==> src/rtl/ep2cal_pkg.sv <==
package ep2cal_pkg;

	localparam int EPOCH_W  = 31;
	localparam int YEAR_W   = 11;
	localparam int MONTH_W  = 4;
	localparam int DAY_W    = 5;
	localparam int HOUR_W   = 5;
	localparam int MINUTE_W = 6;
	localparam int SECOND_W = 6;
	localparam int DAYS_W   = 15;

	localparam int SEC_PER_MIN  = 60;
	localparam int MIN_PER_HOUR = 60;
	localparam int HOUR_PER_DAY = 24;

	localparam int EPOCH_YEAR      = 1970;
	localparam int COMMON_YEAR_LEN = 365;
	localparam int LEAP_YEAR_LEN   = 366;
	localparam int FEB_LEAP_DAYS   = 29;

	localparam int EPOCH_MOD4   = EPOCH_YEAR % 4;
	localparam int EPOCH_MOD100 = EPOCH_YEAR % 100;
	localparam int EPOCH_MOD400 = EPOCH_YEAR % 400;

	localparam int QUEUE_DEPTH = 2;

	typedef struct packed {
		logic [DAYS_W-1:0]   days;
		logic [HOUR_W-1:0]   hour;
		logic [MINUTE_W-1:0] minute;
		logic [SECOND_W-1:0] second;
	} ep2cal_tod_t;

	function automatic logic [DAY_W-1:0] month_len(input logic [MONTH_W-1:0] idx,
		input logic leap);
		logic [DAY_W-1:0] len;
		case (idx)
			4'd0:    len = 5'd31;
			4'd1:    len = leap ? DAY_W'(FEB_LEAP_DAYS) : 5'd28;
			4'd2:    len = 5'd31;
			4'd3:    len = 5'd30;
			4'd4:    len = 5'd31;
			4'd5:    len = 5'd30;
			4'd6:    len = 5'd31;
			4'd7:    len = 5'd31;
			4'd8:    len = 5'd30;
			4'd9:    len = 5'd31;
			4'd10:   len = 5'd30;
			4'd11:   len = 5'd31;
			default: len = 5'd31;
		endcase
		return len;
	endfunction

endpackage

==> src/rtl/ep2cal_if.sv <==
interface ep2cal_in_if;
	import ep2cal_pkg::*;

	logic                valid;
	logic                ready;
	logic [EPOCH_W-1:0]  epoch_seconds;

	modport source(output valid, output epoch_seconds, input ready);
	modport sink(input valid, input epoch_seconds, output ready);
endinterface

interface ep2cal_out_if;
	import ep2cal_pkg::*;

	logic                valid;
	logic                ready;
	logic [YEAR_W-1:0]   year;
	logic [MONTH_W-1:0]  month;
	logic [DAY_W-1:0]    day_of_month;
	logic [HOUR_W-1:0]   hour;
	logic [MINUTE_W-1:0] minute;
	logic [SECOND_W-1:0] second;

	modport source(output valid, output year, output month, output day_of_month,
		output hour, output minute, output second, input ready);
	modport sink(input valid, input year, input month, input day_of_month,
		input hour, input minute, input second, output ready);
endinterface

==> src/rtl/epoch_seconds_to_calendar.sv <==
// the front turns each request into a day count and time of day (a multiply and a
// remainder step for each of 60, 60 and 24, then the hand-off), and the back walks
// one step per year (up to 68) and one per month (up to 11) to reach the date
// the back takes a new day count only when idle, after its year and month walk;
// the front runs ahead behind a two-entry queue
// reset: arst_n clears all control state and the queue; payload registers keep their contents
module epoch_seconds_to_calendar #(
	parameter int QueueDepth = ep2cal_pkg::QUEUE_DEPTH
) (
	input  logic          clk,
	input  logic          arst_n,
	ep2cal_in_if.sink     in_ch,
	ep2cal_out_if.source  out_ch
);
	import ep2cal_pkg::*;

	ep2cal_tod_t front_tod;
	logic        front_valid;
	logic        front_ready;
	ep2cal_tod_t back_tod;
	logic        back_valid;
	logic        back_ready;

	ep2cal_front u_front (
		.clk       (clk),
		.arst_n    (arst_n),
		.req       (in_ch),
		.tod       (front_tod),
		.tod_valid (front_valid),
		.tod_ready (front_ready)
	);

	ep2cal_queue #(
		.Depth (QueueDepth)
	) u_queue (
		.clk        (clk),
		.arst_n     (arst_n),
		.push_valid (front_valid),
		.push_ready (front_ready),
		.push_data  (front_tod),
		.pop_valid  (back_valid),
		.pop_ready  (back_ready),
		.pop_data   (back_tod)
	);

	ep2cal_back u_back (
		.clk       (clk),
		.arst_n    (arst_n),
		.tod       (back_tod),
		.tod_valid (back_valid),
		.tod_ready (back_ready),
		.res       (out_ch)
	);

	a_front_busy: assert property (@(posedge clk) disable iff (!arst_n)
		(in_ch.valid && in_ch.ready) |=> !in_ch.ready)
		else $error("front took a request while dividing");

	a_out_ranges: assert property (@(posedge clk) disable iff (!arst_n)
		out_ch.valid |-> (out_ch.month >= 4'd1 && out_ch.month <= 4'd12 &&
			out_ch.day_of_month != '0 && out_ch.hour < 5'd24 &&
			out_ch.minute < 6'd60 && out_ch.second < 6'd60))
		else $error("result field out of range");

	a_out_year: assert property (@(posedge clk) disable iff (!arst_n)
		out_ch.valid |-> out_ch.year >= YEAR_W'(EPOCH_YEAR))
		else $error("year below epoch");

	a_handoff: assert property (@(posedge clk) disable iff (!arst_n)
		(back_valid && back_ready) |=> !back_ready)
		else $error("back took a day count while busy");

endmodule

==> src/rtl/ep2cal_front.sv <==
module ep2cal_front (
	input  logic                    clk,
	input  logic                    arst_n,
	ep2cal_in_if.sink               req,
	output ep2cal_pkg::ep2cal_tod_t tod,
	output logic                    tod_valid,
	input  logic                    tod_ready
);
	import ep2cal_pkg::*;

	localparam int REM_W  = 6;
	localparam int PROD_W = 63;
	localparam int SH_60  = 37;
	localparam int SH_24  = 36;

	// ceil(2^37 / 60) and ceil(2^36 / 24), exact for any 31-bit dividend
	localparam logic [31:0] RECIP_60 = 32'd2290649225;
	localparam logic [31:0] RECIP_24 = 32'd2863311531;

	typedef enum logic [2:0] {S_IDLE, S_SEC_Q, S_SEC_R, S_MIN_Q, S_MIN_R,
		S_HR_Q, S_HR_R, S_PUSH} state_t;

	state_t                state_q;
	logic [EPOCH_W-1:0]    dvd_q;
	logic [EPOCH_W-1:0]    quo_q;
	logic [SECOND_W-1:0]   sec_q;
	logic [MINUTE_W-1:0]   min_q;
	logic [HOUR_W-1:0]     hr_q;

	logic                  hr_stage;
	logic [REM_W-1:0]      divisor;
	logic [31:0]           recip;
	logic [PROD_W-1:0]     prod;
	logic [EPOCH_W-1:0]    quo;
	logic [REM_W-1:0]      rem;
	logic                  accept;

	always_comb begin
		case (state_q)
			S_MIN_Q, S_MIN_R: divisor = REM_W'(MIN_PER_HOUR);
			S_HR_Q, S_HR_R:   divisor = REM_W'(HOUR_PER_DAY);
			default:          divisor = REM_W'(SEC_PER_MIN);
		endcase
	end

	assign hr_stage  = (state_q == S_HR_Q) || (state_q == S_HR_R);
	assign recip     = hr_stage ? RECIP_24 : RECIP_60;
	assign prod      = PROD_W'(dvd_q) * PROD_W'(recip);
	assign quo       = hr_stage ? EPOCH_W'(prod >> SH_24) : EPOCH_W'(prod >> SH_60);
	assign rem       = dvd_q[REM_W-1:0] - REM_W'(quo_q * EPOCH_W'(divisor));
	assign req.ready = state_q == S_IDLE;
	assign accept    = req.valid && req.ready;

	always_ff @(posedge clk or negedge arst_n) begin
		if (!arst_n) begin
			state_q <= S_IDLE;
		end else begin
			case (state_q)
				S_IDLE:  if (req.valid) state_q <= S_SEC_Q;
				S_SEC_Q: state_q <= S_SEC_R;
				S_SEC_R: state_q <= S_MIN_Q;
				S_MIN_Q: state_q <= S_MIN_R;
				S_MIN_R: state_q <= S_HR_Q;
				S_HR_Q:  state_q <= S_HR_R;
				S_HR_R:  state_q <= S_PUSH;
				S_PUSH: begin
					if (tod_ready) state_q <= S_IDLE;
				end
				default: state_q <= S_IDLE;
			endcase
		end
	end

	// quotient cycle, then remainder cycle that hands the quotient on
	always_ff @(posedge clk) begin
		case (state_q)
			S_IDLE: begin
				if (accept) dvd_q <= req.epoch_seconds;
			end
			S_SEC_Q, S_MIN_Q, S_HR_Q: quo_q <= quo;
			S_SEC_R: begin
				sec_q <= rem;
				dvd_q <= quo_q;
			end
			S_MIN_R: begin
				min_q <= rem;
				dvd_q <= quo_q;
			end
			S_HR_R: begin
				hr_q  <= rem[HOUR_W-1:0];
				dvd_q <= quo_q;
			end
			default: ;
		endcase
	end

	assign tod_valid  = state_q == S_PUSH;
	assign tod.days   = dvd_q[DAYS_W-1:0];
	assign tod.hour   = hr_q;
	assign tod.minute = min_q;
	assign tod.second = sec_q;

endmodule

==> src/rtl/ep2cal_queue.sv <==
module ep2cal_queue #(
	parameter int Depth = ep2cal_pkg::QUEUE_DEPTH
) (
	input  logic                    clk,
	input  logic                    arst_n,
	input  logic                    push_valid,
	output logic                    push_ready,
	input  ep2cal_pkg::ep2cal_tod_t push_data,
	output logic                    pop_valid,
	input  logic                    pop_ready,
	output ep2cal_pkg::ep2cal_tod_t pop_data
);
	import ep2cal_pkg::*;

	localparam int PTR_W = (Depth > 1) ? $clog2(Depth) : 1;
	localparam int CNT_W = $clog2(Depth + 1);

	ep2cal_tod_t        entry_q [Depth];
	logic [PTR_W-1:0]   wr_ptr_q;
	logic [PTR_W-1:0]   rd_ptr_q;
	logic [CNT_W-1:0]   cnt_q;
	logic               push;
	logic               pop;

	assign push_ready = cnt_q != CNT_W'(Depth);
	assign pop_valid  = cnt_q != '0;
	assign push       = push_valid && push_ready;
	assign pop        = pop_valid && pop_ready;
	assign pop_data   = entry_q[rd_ptr_q];

	always_ff @(posedge clk or negedge arst_n) begin
		if (!arst_n) begin
			wr_ptr_q <= '0;
			rd_ptr_q <= '0;
			cnt_q    <= '0;
		end else begin
			if (push) wr_ptr_q <= (wr_ptr_q == PTR_W'(Depth - 1)) ? '0 : wr_ptr_q + 1'b1;
			if (pop)  rd_ptr_q <= (rd_ptr_q == PTR_W'(Depth - 1)) ? '0 : rd_ptr_q + 1'b1;
			case ({push, pop})
				2'b10:   cnt_q <= cnt_q + 1'b1;
				2'b01:   cnt_q <= cnt_q - 1'b1;
				default: cnt_q <= cnt_q;
			endcase
		end
	end

	always_ff @(posedge clk) begin
		if (push) entry_q[wr_ptr_q] <= push_data;
	end

endmodule

==> src/rtl/ep2cal_back.sv <==
module ep2cal_back (
	input  logic                    clk,
	input  logic                    arst_n,
	input  ep2cal_pkg::ep2cal_tod_t tod,
	input  logic                    tod_valid,
	output logic                    tod_ready,
	ep2cal_out_if.source            res
);
	import ep2cal_pkg::*;

	typedef enum logic [1:0] {S_IDLE, S_YEAR, S_MONTH, S_DONE} state_t;

	state_t               state_q;
	logic                 out_valid_q;

	logic [DAYS_W-1:0]    days_q;
	logic [YEAR_W-1:0]    year_q;
	logic [1:0]           y4_q;
	logic [6:0]           y100_q;
	logic [8:0]           y400_q;
	logic [MONTH_W-1:0]   mon_q;
	ep2cal_tod_t          tod_q;

	logic [YEAR_W-1:0]    out_year_q;
	logic [MONTH_W-1:0]   out_month_q;
	logic [DAY_W-1:0]     out_day_q;
	logic [HOUR_W-1:0]    out_hour_q;
	logic [MINUTE_W-1:0]  out_minute_q;
	logic [SECOND_W-1:0]  out_second_q;

	logic                 leap;
	logic [DAYS_W-1:0]    ylen;
	logic [DAYS_W-1:0]    mlen;
	logic                 year_fits;
	logic                 month_fits;
	logic                 load;

	assign leap       = ((y4_q == '0) && (y100_q != '0)) || (y400_q == '0);
	assign ylen       = leap ? DAYS_W'(LEAP_YEAR_LEN) : DAYS_W'(COMMON_YEAR_LEN);
	assign mlen       = DAYS_W'(month_len(mon_q, leap));
	assign year_fits  = days_q < ylen;
	assign month_fits = days_q < mlen;
	assign tod_ready  = state_q == S_IDLE;
	assign load       = (state_q == S_DONE) && (!out_valid_q || res.ready);

	always_ff @(posedge clk or negedge arst_n) begin
		if (!arst_n) begin
			state_q     <= S_IDLE;
			out_valid_q <= 1'b0;
		end else begin
			if (load) out_valid_q <= 1'b1;
			else if (res.ready) out_valid_q <= 1'b0;
			case (state_q)
				S_IDLE:  if (tod_valid) state_q <= S_YEAR;
				S_YEAR:  if (year_fits) state_q <= S_MONTH;
				S_MONTH: if (month_fits) state_q <= S_DONE;
				S_DONE: begin
					if (load) state_q <= S_IDLE;
				end
				default: state_q <= S_IDLE;
			endcase
		end
	end

	always_ff @(posedge clk) begin
		case (state_q)
			S_IDLE: begin
				if (tod_valid) begin
					days_q <= tod.days;
					tod_q  <= tod;
					year_q <= YEAR_W'(EPOCH_YEAR);
					y4_q   <= 2'(EPOCH_MOD4);
					y100_q <= 7'(EPOCH_MOD100);
					y400_q <= 9'(EPOCH_MOD400);
					mon_q  <= '0;
				end
			end
			S_YEAR: begin
				if (!year_fits) begin
					days_q <= days_q - ylen;
					year_q <= year_q + 1'b1;
					y4_q   <= y4_q + 1'b1;
					y100_q <= (y100_q == 7'd99) ? '0 : y100_q + 1'b1;
					y400_q <= (y400_q == 9'd399) ? '0 : y400_q + 1'b1;
				end
			end
			S_MONTH: begin
				if (!month_fits) begin
					days_q <= days_q - mlen;
					mon_q  <= mon_q + 1'b1;
				end
			end
			S_DONE: begin
				if (load) begin
					out_year_q   <= year_q;
					out_month_q  <= mon_q + 1'b1;
					out_day_q    <= days_q[DAY_W-1:0] + 1'b1;
					out_hour_q   <= tod_q.hour;
					out_minute_q <= tod_q.minute;
					out_second_q <= tod_q.second;
				end
			end
			default: ;
		endcase
	end

	assign res.valid        = out_valid_q;
	assign res.year         = out_year_q;
	assign res.month        = out_month_q;
	assign res.day_of_month = out_day_q;
	assign res.hour         = out_hour_q;
	assign res.minute       = out_minute_q;
	assign res.second       = out_second_q;

endmodule
==> src/flat_wrapper.sv <==
// flat-port wrapper written by rule: the top's interface ports become plain ports
module epoch_seconds_to_calendar_flat import ep2cal_pkg::*;
#(
	parameter int QueueDepth = ep2cal_pkg::QUEUE_DEPTH
)
  (clk, arst_n, in_ch_valid, in_ch_epoch_seconds, in_ch_ready, out_ch_valid, out_ch_year, out_ch_month, out_ch_day_of_month, out_ch_hour, out_ch_minute, out_ch_second, out_ch_ready);
  ep2cal_in_if in_ch_i ();
  ep2cal_out_if out_ch_i ();
  input  logic clk;
  input  logic arst_n;
  input wire logic [$bits(in_ch_i.valid)-1:0] in_ch_valid;
  input wire logic [$bits(in_ch_i.epoch_seconds)-1:0] in_ch_epoch_seconds;
  output wire logic [$bits(in_ch_i.ready)-1:0] in_ch_ready;
  output wire logic [$bits(out_ch_i.valid)-1:0] out_ch_valid;
  output wire logic [$bits(out_ch_i.year)-1:0] out_ch_year;
  output wire logic [$bits(out_ch_i.month)-1:0] out_ch_month;
  output wire logic [$bits(out_ch_i.day_of_month)-1:0] out_ch_day_of_month;
  output wire logic [$bits(out_ch_i.hour)-1:0] out_ch_hour;
  output wire logic [$bits(out_ch_i.minute)-1:0] out_ch_minute;
  output wire logic [$bits(out_ch_i.second)-1:0] out_ch_second;
  input wire logic [$bits(out_ch_i.ready)-1:0] out_ch_ready;
  assign in_ch_i.valid = in_ch_valid;
  assign in_ch_i.epoch_seconds = in_ch_epoch_seconds;
  assign in_ch_ready = in_ch_i.ready;
  assign out_ch_valid = out_ch_i.valid;
  assign out_ch_year = out_ch_i.year;
  assign out_ch_month = out_ch_i.month;
  assign out_ch_day_of_month = out_ch_i.day_of_month;
  assign out_ch_hour = out_ch_i.hour;
  assign out_ch_minute = out_ch_i.minute;
  assign out_ch_second = out_ch_i.second;
  assign out_ch_i.ready = out_ch_ready;
  epoch_seconds_to_calendar #(.QueueDepth(QueueDepth)) u_core (.clk(clk), .arst_n(arst_n), .in_ch(in_ch_i), .out_ch(out_ch_i));
endmodule
==> config.mk <==
export PLATFORM = sky130hd
export DESIGN_NAME = epoch_seconds_to_calendar_flat
export DESIGN_NICKNAME = d
export VERILOG_FILES = /design/src/rtl/ep2cal_pkg.sv /design/src/rtl/ep2cal_if.sv /design/src/rtl/epoch_seconds_to_calendar.sv /design/src/rtl/ep2cal_front.sv /design/src/rtl/ep2cal_queue.sv /design/src/rtl/ep2cal_back.sv /design/src/flat_wrapper.sv
export SDC_FILE = /design/constraint.sdc
export NUM_CORES = 1
export LEC_CHECK = 0
export ABC_AREA = 0
export BUFFER_PORTS_ARGS = -buffer_cell sky130_fd_sc_hd__buf_2
export CAP_MARGIN = 20
export CORE_ASPECT_RATIO = 0.7
export CORE_MARGIN = 4
export CORE_UTILIZATION = 50
export DETAILED_ROUTE_END_ITERATION = 16
export PLACE_DENSITY = 0.66
export SYNTH_ARGS = -nofsm -noshare
export SYNTH_HDL_FRONTEND = slang
export SYNTH_HIERARCHICAL = 1
export SYNTH_SLANG_ARGS = --single-unit
==> constraint.sdc <==
create_clock -name clk -period 19.68 [get_ports clk]
set_input_delay 0.984 -clock clk [delete_from_list [all_inputs] [get_ports clk]]
set_output_delay 0.984 -clock clk [all_outputs]
set_load 0.005 [all_outputs]
==> results of run 1 <==
[area by class of cell]
type                            instances  area share
Clock buffer                           31     0.02510
Clock inverter                         13    0.005827
Inverter                              375     0.05462
Multi-Input combinational cell       1428      0.5765
Sequential cell                       251      0.2906
Tap cell                              612     0.02972
Timing Repair Buffer                   85     0.01767
[worst max-delay path, stage by stage, from the launching register on]
cell      delay (ns)
dfrtp_1         0.62
xor2_1          0.20
buf_4           0.25
and2_1          0.17
buf_4           0.42
nand2_1         0.12
xor2_1          0.36
nand2b_1        0.20
inv_1           0.13
ha_1            0.33
xnor2_1         0.41
inv_1           0.14
fa_1            0.49
fa_1            0.53
fa_1            0.53
fa_1            0.52
fa_1            0.49
ha_1            0.33
nand4_1         0.18
nor3_1          0.48
o211ai_1        0.31
a21boi_0        0.50
o21ai_1         0.20
a31oi_1         0.50
a41oi_1         0.27
xnor2_1         0.18
mux2_2          0.28
[worst max path at each step]
| stage | start | to | slack, ns |
|---|---|---|---|
| after floorplan | u_core/u_front/state_q[0]$_DFFE_PN0P_ | u_core/u_front/quo_q[22]$_DFFE_PP_ | 11.68 |
| after global placement | u_core/u_front/state_q[0]$_DFFE_PN0P_ | u_core/u_front/quo_q[18]$_DFFE_PP_ | 10.10 |
| after detailed placement | u_core/u_front/state_q[0]$_DFFE_PN0P_ | u_core/u_front/quo_q[18]$_DFFE_PP_ | 9.95 |
| after CTS | u_core/u_front/state_q[0]$_DFFE_PN0P_ | u_core/u_front/quo_q[18]$_DFFE_PP_ | 9.90 |
| after global routing | u_core/u_front/state_q[0]$_DFFE_PN0P_ | u_core/u_front/quo_q[18]$_DFFE_PP_ | 9.68 |
| final | u_core/u_front/state_q[0]$_DFFE_PN0P_ | u_core/u_front/quo_q[18]$_DFFE_PP_ | 10.22 |
[registers in the layout, indices dropped and copies added (netlist names), 6 cells and up]
| register | count |
|---|---|
| u_core/u_back/days_q | 15 |
| u_core/u_back/res.minute | 6 |
| u_core/u_back/res.second | 6 |
| u_core/u_back/res.year | 11 |
| u_core/u_back/tod_q | 17 |
| u_core/u_back/y100_q | 7 |
| u_core/u_back/y400_q | 9 |
| u_core/u_back/year_q | 11 |
| u_core/u_front/dvd_q | 31 |
| u_core/u_front/min_q | 6 |
| u_core/u_front/quo_q | 27 |
| u_core/u_front/sec_q | 6 |
| u_core/u_queue/entry_q | 64 |
[placed cells by master, fill, tap and decap left out, types with 8 or more instances in the layout]
master     netlist  layout
nand4_1         16      16
a211oi_1        13      11
nand2_1         90      90
nor3_1          12      12
or3_1           10      10
o211ai_1        14      14
inv_1          375     375
nand3_1         40      40
clkbuf_16        0      24
a31oi_1         16      16
mux2_2          63      63
buf_2            4      73
nand2b_1        14      14
xor2_1          38      38
clkinv_2         0       8
buf_4           15      11
edfxtp_1       241     241
ha_1           338     338
nor2_1          80      78
a21oi_1         80      80
and4_1           8       8
nor2b_1         10      10
xnor2_1         58      58
fa_1           248     248
and2_1          23      22
o21a_1          10      10
and3_1          34      34
dfrtp_1         10      10
a21o_1          49      49
o21ai_0         52      52
mux2i_1          8       8
[kinds of logic after synthesis]
kind of cell,after synthesis
fa+ha+maj,586
flops,251
compound gates,303
simple gates,364
mux,79
xor+xnor,96
buf+inv,445
[routing by layer]
metal / GRT usage / wire length, um
met3: 0.06419 / 4746
met1: 0.3401 / 27600
met4: 0.02893 / 621
met2: 0.3397 / 24690
met5: 0 / 18
[through the flow]
step                        util  hold slack, ns  setup WS, ns
after floorplan                -          0.4003         11.68
after global placement    0.5313          0.4005         10.10
after detailed placement  0.5313          0.4045         9.954
after CTS                 0.5483          0.3023         9.897
after global routing      0.5484          0.3222         9.683
final                     0.5484          0.3160         10.22
==> key figures, run 1 <==
Hold path
  • Worst min path class: input port to asynchronous set/reset pin

Critical path
  • R2r setup slk: 10.22 ns
  • Worst setup EP type: register
  • Critical-path maximum fanout: 34
  • Worst Path Arrival: approximately 10 ns
  • Reg2Reg Capture Point: u_core/u_front/quo_q[18]$_DFFE_PP_
  • Crit path launch type: register
  • Crit Reg-Reg Startpoint: u_core/u_front/state_q[0]$_DFFE_PN0P_
  • Worst endpoint required time: roughly 20 ns
  • WS Path Type: register to register
  • FF-to-FF path depth: 26

GRT
  • Total GRT Usage: 0.2271
  • Vias in the first global route: roughly 16000
  • Grt ovf: 0
  • Largest net degree at the start of global routing: 38
  • First-pass GRT wire length: 91240 um
  • Initial antenna violation count: 1

Layout
  • Area occupied by multi-input gates: around 0.015 sq mm
  • Design Area, Final: 0.02577 sq mm
  • Ant. Diodes: 0
  • Final Net Count: between 2000 and 3000
  • Non-filler cells, final: ~2800
  • Fill count: 4037
  • Layout area overhead: 7.048%
  • FF/Latch Area: 0.007487 sq mm
  • Layout cells sized above 1: 0.09711

CTS
  • Worst-path clk slew: 0.06 ns
  • Root buffer cell: clkbuf_16
  • Clk sinks: 251
  • CTS max path bufs: 3
  • Clk Latency, worst-skew pair: between 0.5 and 0.6 ns
  • Postcts setup bufs: 0
  • TritonCTS clock tree: done
  • PostCTS Resize Cnt: 0
  • Cts bufs inserted: 24
  • H-tree Lvls: 1
  • # hold bufs at CTS: 0

Timing
  • Worst Skew: 0.02409 ns
  • Fin. max-slew vios: 0
  • Peak Freq: 0.1058 GHz
  • Final setup fails: 0
  • Minimum clock period after layout: 9.455 ns
  • Slew HR: 0.2999
  • RSZ-0062 raised after global routing: false
  • Hold Vio Cnt, Final: 0
  • Setup_tns: 0 ns
  • Least-Margin Pin Slew: 1.050 ns
  • Part of the cycle the worst path needs: 0.4805

Placement
  • HPWL after DPL: 49140 um
  • GPL Wtd Cong: ~1
  • # port buffers: 73
  • Cell Area, Placed: 0.02496 sq mm
  • Placed cells: 2750

Synth
  • Post-synth cell types: 79
  • Post-synthesis simple-gate area fraction: 0.07734
  • Most frequent cell after synthesis: inv_1
  • Yosys Warn Count: 6
  • Syn Nets: 2745
  • Post-synthesis cell count: 2124
  • Dominant cell type by area after synthesis: edfxtp_1
  • Largest family of logic cells by synthesized area: adder cells
  • Most frequent cells after synthesis: inv_1, ha_1, fa_1
  • Synth Area in Adders: 0.3819
  • Post-synth ARST share: 0.03984
  • Primary FF master, synth: edfxtp_1
  • Xor/xnor share of the synthesized area: 0.03493
  • Synth Area in Compound Gates: 0.08488
  • Area contributors post-synth: edfxtp_1, fa_1, ha_1
  • Post-synthesis mux area share: 0.03670
  • Synth Cell Area: 0.02407 sq mm
  • #FFs+latches synth: 251
  • Avg Inst Size Synth: 11.33 sq um
  • Register area share after synthesis: 0.3110
  • Top-area cell type share of the netlist area: 0.3006
  • Post-synth EDFFs: around 240

Detailed routing
  • Drt drc: 0
  • Via/cell ratio: 5.534
  • Vias: 15470
  • DR iter-0 viols: 1134
  • 1st-pass router iterations: 5
  • Final WL: a little under 60000 um
  • Post-route ant nets: 0
  • WL per Instance: roughly 21 um

Floorplan
  • Total core area: about 0.047 sq mm
  • Die Y-Extent: 191.6 um
  • Site Rows: 66
  • Initial Util: 0.5123
  • Overall die width: 270.3 um
  • Ports: between 70 and 80
  • DIE AREA: 0.05177 sq mm

Status
  • Outcome: complete, no violations

Flow run
  • Max Cap Viol: 0
Power of run 1 is left out: the tool's default activity adds up to more than one toggle a clock period on the data nets, which glitch-free logic cannot reach.
==> run 2: changes to the inputs <==
--- a/config.mk
+++ b/config.mk
@@ -12,7 +12,7 @@
 export CORE_MARGIN = 4
 export CORE_UTILIZATION = 50
 export DETAILED_ROUTE_END_ITERATION = 16
-export PLACE_DENSITY = 0.66
+export PLACE_DENSITY = 0.69
 export SYNTH_ARGS = -nofsm -noshare
 export SYNTH_HDL_FRONTEND = slang
 export SYNTH_HIERARCHICAL = 1
==> constraint.sdc (replaced) <==
create_clock -name clk -period 8.6 [get_ports clk]
set_input_delay 0.43 -clock clk [delete_from_list [all_inputs] [get_ports clk]]
set_output_delay 0.43 -clock clk [all_outputs]
set_load 0.005 [all_outputs]
==> run 2 against run 1 <==
  * Non-clock buffer count rose by 22
  * Highest routed layer is now met4
  * Design area grew 0.84%
  * Setup slack worse by 9.9 ns
==> key figures, run 2 (synthesis gave the netlist of run 1 again) <==
Critical path
  • Critical-path maximum fanout: 20 (-41%)
  • Worst setup EP type: register
  • Crit path launch type: register
  • Worst Path Arrival: 8.56 ns (-1.16 ns)
  • Worst endpoint required time: 8.86 ns (-11.09 ns)
  • WS Path Type: register to register

Layout
  • Area occupied by multi-input gates: 0.01488 sq mm (+0.17%)
  • FF/Latch Area: 0.007488 sq mm (about the same)
  • Final Net Count: 2808 (+0.79%)
  • Most frequent cells in the layout: inv_1, ha_1, fa_1
  • Most common cell after layout, fill and taps aside: inv_1
  • Largest Register: u_core/u_queue/entry_q
  • Max reg flops: 64 (unchanged)
  • Layout cells sized above 1: 0.1084 (+0.01133)
  • Top flop regs: u_core/u_queue/entry_q: 64 flops, u_core/u_front/dvd_q: 31 flops, u_core/u_front/quo_q: 27 flops
  • Fill count: 4011 (-0.64%)
  • Layout area overhead: 7.947%
  • Ant. Diodes: 0 (unchanged)

Detailed routing
  • Via/cell ratio: 5.609 (+1.4%)
  • Post-route ant nets: 0 (unchanged)
  • 1st-pass router iterations: 5 (unchanged)
  • Drt drc: 0 (unchanged)
  • WL per Instance: 20.01 um (-3.0%)
  • DR iter-0 viols: 1099 (-3.1%)
  • Final WL: 56340 um (-2.3%)
  • Vias: 15800 (+2.1%)

Timing
  • Final setup fails: 0 (unchanged)
  • Hold slack: 0.1988 ns (-0.1172 ns)
  • RSZ-0062 raised after global routing: true
  • Fin. max-slew vios: 0 (unchanged)
  • Part of the cycle the worst path needs: 0.9647 (+0.4842)
  • Slew HR: 0.3140 (+0.01416)
  • Worst Skew: 0.01814 ns (-0.005952 ns)
  • Peak Freq: 0.1205 GHz (+14%)
  • Minimum clock period after layout: 8.296 ns (-1.159 ns)
  • Hold Vio Cnt, Final: 0 (unchanged)
  • Least-Margin Pin Slew: 1.029 ns (-0.02123 ns)

Floorplan
  • Overall die width: 270.3 um (unchanged)
  • Ports: 74 (unchanged)
  • Die Y-Extent: 191.6 um (unchanged)
  • Initial Util: 0.5123 (unchanged)
  • DIE AREA: 0.05177 sq mm (unchanged)
  • Site Rows: 66 (unchanged)
  • Total core area: 0.04699 sq mm (unchanged)

GRT
  • Grt ovf: 0 (unchanged)
  • Initial antenna violation count: 0 (-1)
  • Total GRT Usage: 0.2205 (-0.006615)
  • First-pass GRT wire length: 89750 um (-1.6%)
  • Largest net degree at the start of global routing: 38 (unchanged)
  • Vias in the first global route: 16390 (+3.4%)

CTS
  • Clk sinks: 251 (unchanged)
  • Clk Latency, worst-skew pair: 0.53 ns (about the same)
  • Cts bufs inserted: 24 (unchanged)
  • H-tree Lvls: 1 (unchanged)
  • Worst-path clk slew: 0.06 ns (about the same)
  • Root buffer cell: clkbuf_16
  • CTS max path bufs: 3 (unchanged)
  • TritonCTS clock tree: done

Status
  • Outcome: complete, no violations

Placement
  • # port buffers: 73 (unchanged)
  • GPL Wtd Cong: 0.9581 (-2.1%)
  • HPWL after DPL: 47250 um (-3.9%)

Flow run
  • Max Cap Viol: 0 (unchanged)

Hold path
  • Worst min path class: input port to register
run 2: cell count changes in the layout (fill, tap and decap cells not counted), moves of 2 or more:
cell	change
clkinv_2	-4
buf_4	+21
clkbuf_1	-2
clkinv_1	+3
run 2: final timing paths:
path | startpoint | cells after the start | slack [ns] | endpoint
setup / recovery | u_core/u_front/state_q[0]$_DFFE_PN0P_ | 27 | 0.30 | u_core/u_front/quo_q[24]$_DFFE_PP_
hold / removal | out_ch_ready | 3 | 0.20 | u_core/u_back/res.valid$_DFFE_PN0P_
setup reg to reg | u_core/u_front/state_q[0]$_DFFE_PN0P_ | 27 | 0.30 | u_core/u_front/quo_q[24]$_DFFE_PP_
hold reg to reg | u_core/u_back/tod_q[4]$_DFFE_PP_ | 0 | 0.42 | u_core/u_back/res.second[4]$_DFFE_PP_
max in group asynchronous | arst_n | 2 | 8.07 | u_core/u_front/state_q[2]$_DFFE_PN0P_
min in group asynchronous | arst_n | 2 | 0.30 | u_core/u_queue/wr_ptr_q$_DFFE_PN0N_
run 2: worst max-delay path: stages (launching register included):
cell and delay, ns:
dfrtp_1 0.38, xor2_1 0.19, buf_6 0.22, and2_1 0.23
buf_4 0.23, nand2_1 0.09, xnor2_1 0.14, ha_1 0.36
inv_1 0.08, fa_1 0.70, inv_1 0.13, fa_1 0.46
xnor2_1 0.30, ha_1 0.31, fa_1 0.47, fa_1 0.54
fa_1 0.50, ha_1 0.35, and4_1 0.25, and3_1 0.26
nand4_1 0.15, a41oi_2 0.37, o311ai_2 0.16, buf_4 0.18
a31oi_1 0.35, nor2_1 0.15, xnor2_1 0.15, mux2_1 0.30
run 2: metrics by stage:
stage	utilization	cells	area, sq um	setup slack, ns	setup TNS [ns]
after floorplan	-	2124	24070	0.5961	0
after global placement	0.5347	2772	25120	0.3308	0
after detailed placement	0.5347	2772	25120	0.2826	0
after CTS	0.5523	2816	25950	0.1952	0
after global routing	0.5530	2816	25980	-0.01389	-0.01389
final	0.5530	2816	25980	0.3036	0
run 2: area by class of cell:
cell class / count / share of cell area
inverters: 375 / 0.05417
flip-flops and latches: 251 / 0.2882
repair buffers: 107 / 0.02412
well taps: 612 / 0.02947
clock inverters: 15 / 0.007319
multi-input cells: 1428 / 0.5727
clock buffers: 28 / 0.02408
run 2: timing repair:
| action | 4_1_cts | 5_1_grt |
|---|---|---|
| setup endpoints to repair | 0 | 11 |
| hold endpoints to repair | 10 | 0 |
| hold buffers | 1 | 0 |
| buffers inserted | 0 | 0 |
| resized for setup | 0 | 10 |
run 2: layer usage:
metal  part of all wire  global-route usage  up-vias
met1               0.47              0.3275     7886
met5                  0                   0        -
met2               0.44              0.3452      471
li1                   -                   -     7379
met4              0.019             0.04199        0
met3              0.067             0.03834       60
Power of run 2 is left out for the same reason.
==> run 3: changes to the inputs <==
--- a/config.mk
+++ b/config.mk
@@ -10,9 +10,8 @@
 export CAP_MARGIN = 20
 export CORE_ASPECT_RATIO = 0.7
 export CORE_MARGIN = 4
-export CORE_UTILIZATION = 50
+export CORE_UTILIZATION = 45
 export DETAILED_ROUTE_END_ITERATION = 16
-export PLACE_DENSITY = 0.69
 export SYNTH_ARGS = -nofsm -noshare
 export SYNTH_HDL_FRONTEND = slang
 export SYNTH_HIERARCHICAL = 1
==> run 3 against run 2 <==
  * Critical path depth fell by 4
  * Utilization fell by 5.5 points
  * Fmax rose by 0.39%
  * Critical endpoint is now u_core/u_front/quo_q[22]$_DFFE_PP_
  * Largest cell class unchanged
==> key figures, run 3 (synthesis gave the netlist of run 1 again) <==
Timing
  • Worst Skew: 0.02470 ns (+0.006568 ns)
  • Setup_tns: 0 ns (unchanged)
  • Hold Vio Cnt, Final: 0 (unchanged)
  • Slew HR: 0.3378 (+0.02375)
  • Final setup fails: 0 (unchanged)
  • RSZ-0062 raised after global routing: false
  • Fin. max-slew vios: 0 (unchanged)
  • Peak Freq: 0.1210 GHz (+0.39%)
  • Minimum clock period after layout: 8.265 ns (-0.03190 ns)
  • Part of the cycle the worst path needs: 0.9610 (-0.003709)
  • Least-Margin Pin Slew: 0.9857 ns (-0.04322 ns)

Detailed routing
  • 1st-pass router iterations: 6 (+1)
  • WL per Instance: 19.58 um (-2.1%)
  • Final WL: 56620 um (+0.50%)
  • Post-route ant nets: 0 (unchanged)
  • Drt drc: 0 (unchanged)
  • Vias: 15720 (-0.46%)
  • DR iter-0 viols: 1187 (+8.0%)
  • Via/cell ratio: 5.437 (-3.1%)

Critical path
  • Worst Path Arrival: 8.55 ns (about the same)
  • Worst setup path start: u_core/u_front/state_q[0]$_DFFE_PN0P_
  • CP dominant cell by count: fa_1
  • Crit Reg-Reg Startpoint: u_core/u_front/state_q[0]$_DFFE_PN0P_
  • Crit path capture: u_core/u_front/quo_q[22]$_DFFE_PP_
  • Crit path largest cell delay: 0.74 ns (+0.04 ns)
  • Worst setup EP type: register
  • Reg2Reg Capture Point: u_core/u_front/quo_q[22]$_DFFE_PP_
  • WS Path Type: register to register
  • FF-to-FF path depth: 23 (-15%)
  • Crit path max-delay family: adder cells
  • Critical Path, Cell by Cell: xor2_1 > buf_6 > and3_1 > ha_1 > fa_1 > fa_1 > inv_1 > fa_1 > inv_1 > fa_1 > fa_1 > fa_1 > fa_1 > ha_1 > and4_1 > and3_1 > o211ai_1 > a211oi_1 > a211o_1 > and4_2 > or4b_1 > and4_1 > a21o_1
  • Worst Path Buf+Inv: 3 (-2)
  • R2r setup slk: 0.34 ns (+0.03 ns)
  • Crit path launch type: register
  • Worst endpoint required time: 8.88 ns (+0.02 ns)
  • Critical-path maximum fanout: 20 (unchanged)
  • Levels on crit path: 23 (-15%)
  • Worst-path cell with the longest stage delay: fa_1

Layout
  • Final Net Count: 2810 (+0.071%)
  • Largest Register: u_core/u_queue/entry_q
  • Most common cell after layout, fill and taps aside: inv_1
  • Layout area overhead: 8.696%
  • Most frequent cells in the layout: inv_1, ha_1, fa_1
  • Max reg flops: 64 (unchanged)
  • Layout cells sized above 1: 0.1124 (+0.003931)
  • Design Area, Final: 0.02617 sq mm (+0.69%)
  • Top flop regs: u_core/u_queue/entry_q: 64 flops, u_core/u_front/dvd_q: 31 flops, u_core/u_front/quo_q: 27 flops

Flow run
  • Max Cap Viol: 0 (unchanged)

GRT
  • Initial antenna violation count: 0 (unchanged)
  • First-pass GRT wire length: 91050 um (+1.4%)
  • GRT met3 Usage: 0.03375 (-0.004588)
  • Largest net degree at the start of global routing: 38 (unchanged)
  • M2 GR Usage: 0.2993 (-0.04595)
  • Grt ovf: 0 (unchanged)
  • Vias in the first global route: 16370 (-0.16%)
  • Most Crowded Layer GR: met1
  • M1 GR Usage: 0.3083 (-0.01914)
  • Total GRT Usage: 0.2007 (-0.01980)

CTS
  • Worst-path clk slew: 0.07 ns (about the same)
  • H-tree Lvls: 1 (unchanged)
  • Root buffer cell: clkbuf_16
  • Clk sinks: 251 (unchanged)
  • Clk Latency, worst-skew pair: 0.54 ns (about the same)
  • CTS max path bufs: 3 (unchanged)
  • TritonCTS clock tree: done
  • Cts bufs inserted: 24 (unchanged)

Placement
  • HPWL after DPL: 47330 um (+0.19%)
  • Cell Area, Placed: 0.02521 sq mm (+0.33%)
  • GPL Wtd Cong: 0.9403 (-1.9%)
  • # port buffers: 73 (unchanged)

Floorplan
  • Initial Util: 0.4581 (-0.05423)
  • Ports: 74 (unchanged)
  • DIE AREA: 0.05732 sq mm (+11%)
  • Overall die width: 284.4 um (+5.2%)
  • Die Y-Extent: 201.5 um (+5.2%)
  • Site Rows: 70 (+6.1%)
  • Total core area: 0.05255 sq mm (+12%)

Hold path
  • Worst min path class: input port to register
  • Worst Hold Depth: 2 (-1)

Status
  • Outcome: complete, no violations
[run 3: cell types whose count changed in the layout (fill, tap and decap cells not counted), sizes merged]
| cell | previous run | this run |
|---|---|---|
| diode | 0 | 1 |
| buf | 106 | 107 |
| clkinv | 9 | 4 |
| inv | 376 | 377 |
| bufinv | 4 | 5 |
| clkbuf | 28 | 33 |
[run 3: per-layer routing]
layer,up-vias,wire (um)
li1,7385,-
met3,54,2982
met1,7931,28430
met5,-,0
met4,0,1184
met2,353,24020
[run 3: stage by stage]
stage / worst slack, ns / util / hold slack, ns / cells
floorplan: 0.5961 / - / 0.1344 / 2124
CTS: 0.1589 / 0.4966 / 0.1717 / 2888
global route: 0.01496 / 0.4979 / 0.1805 / 2891
finish: 0.3355 / 0.4979 / 0.1925 / 2892
detailed placement: 0.1964 / 0.4797 / 0.3482 / 2843
global placement: 0.2591 / 0.4797 / 0.3299 / 2843
[run 3: layout make-up]
cell class	count	area (sq um)
inverters	375	1408
repair buffers	109	639.4
well taps	684	855.8
clock buffers	32	670.6
fillers	4674	26390
diodes	1	2.502
multi-input cells	1428	14890
flip-flops and latches	251	7488
clock inverters	12	211.5
[run 3: worst min path at each step]
stage                                                   to               startpoint
finish              u_core/u_front/dvd_q[27]$_SDFFCE_PN0P_  in_ch_epoch_seconds[27]
global route        u_core/u_front/dvd_q[27]$_SDFFCE_PN0P_  in_ch_epoch_seconds[27]
CTS                 u_core/u_front/dvd_q[27]$_SDFFCE_PN0P_  in_ch_epoch_seconds[27]
detailed placement     u_core/u_back/res.valid$_DFFE_PN0P_                   arst_n
global placement       u_core/u_back/res.valid$_DFFE_PN0P_                   arst_n
floorplan              u_core/u_back/res.valid$_DFFE_PN0P_                   arst_n
[run 3: what timing repair did]
action	CTS	global route
hold buffers	1	0
endpoints found under the hold margin	10	0
resized for setup	0	14
buffers inserted	0	2
setup endpoints to repair	0	16
Power of run 3 is left out for the same reason.
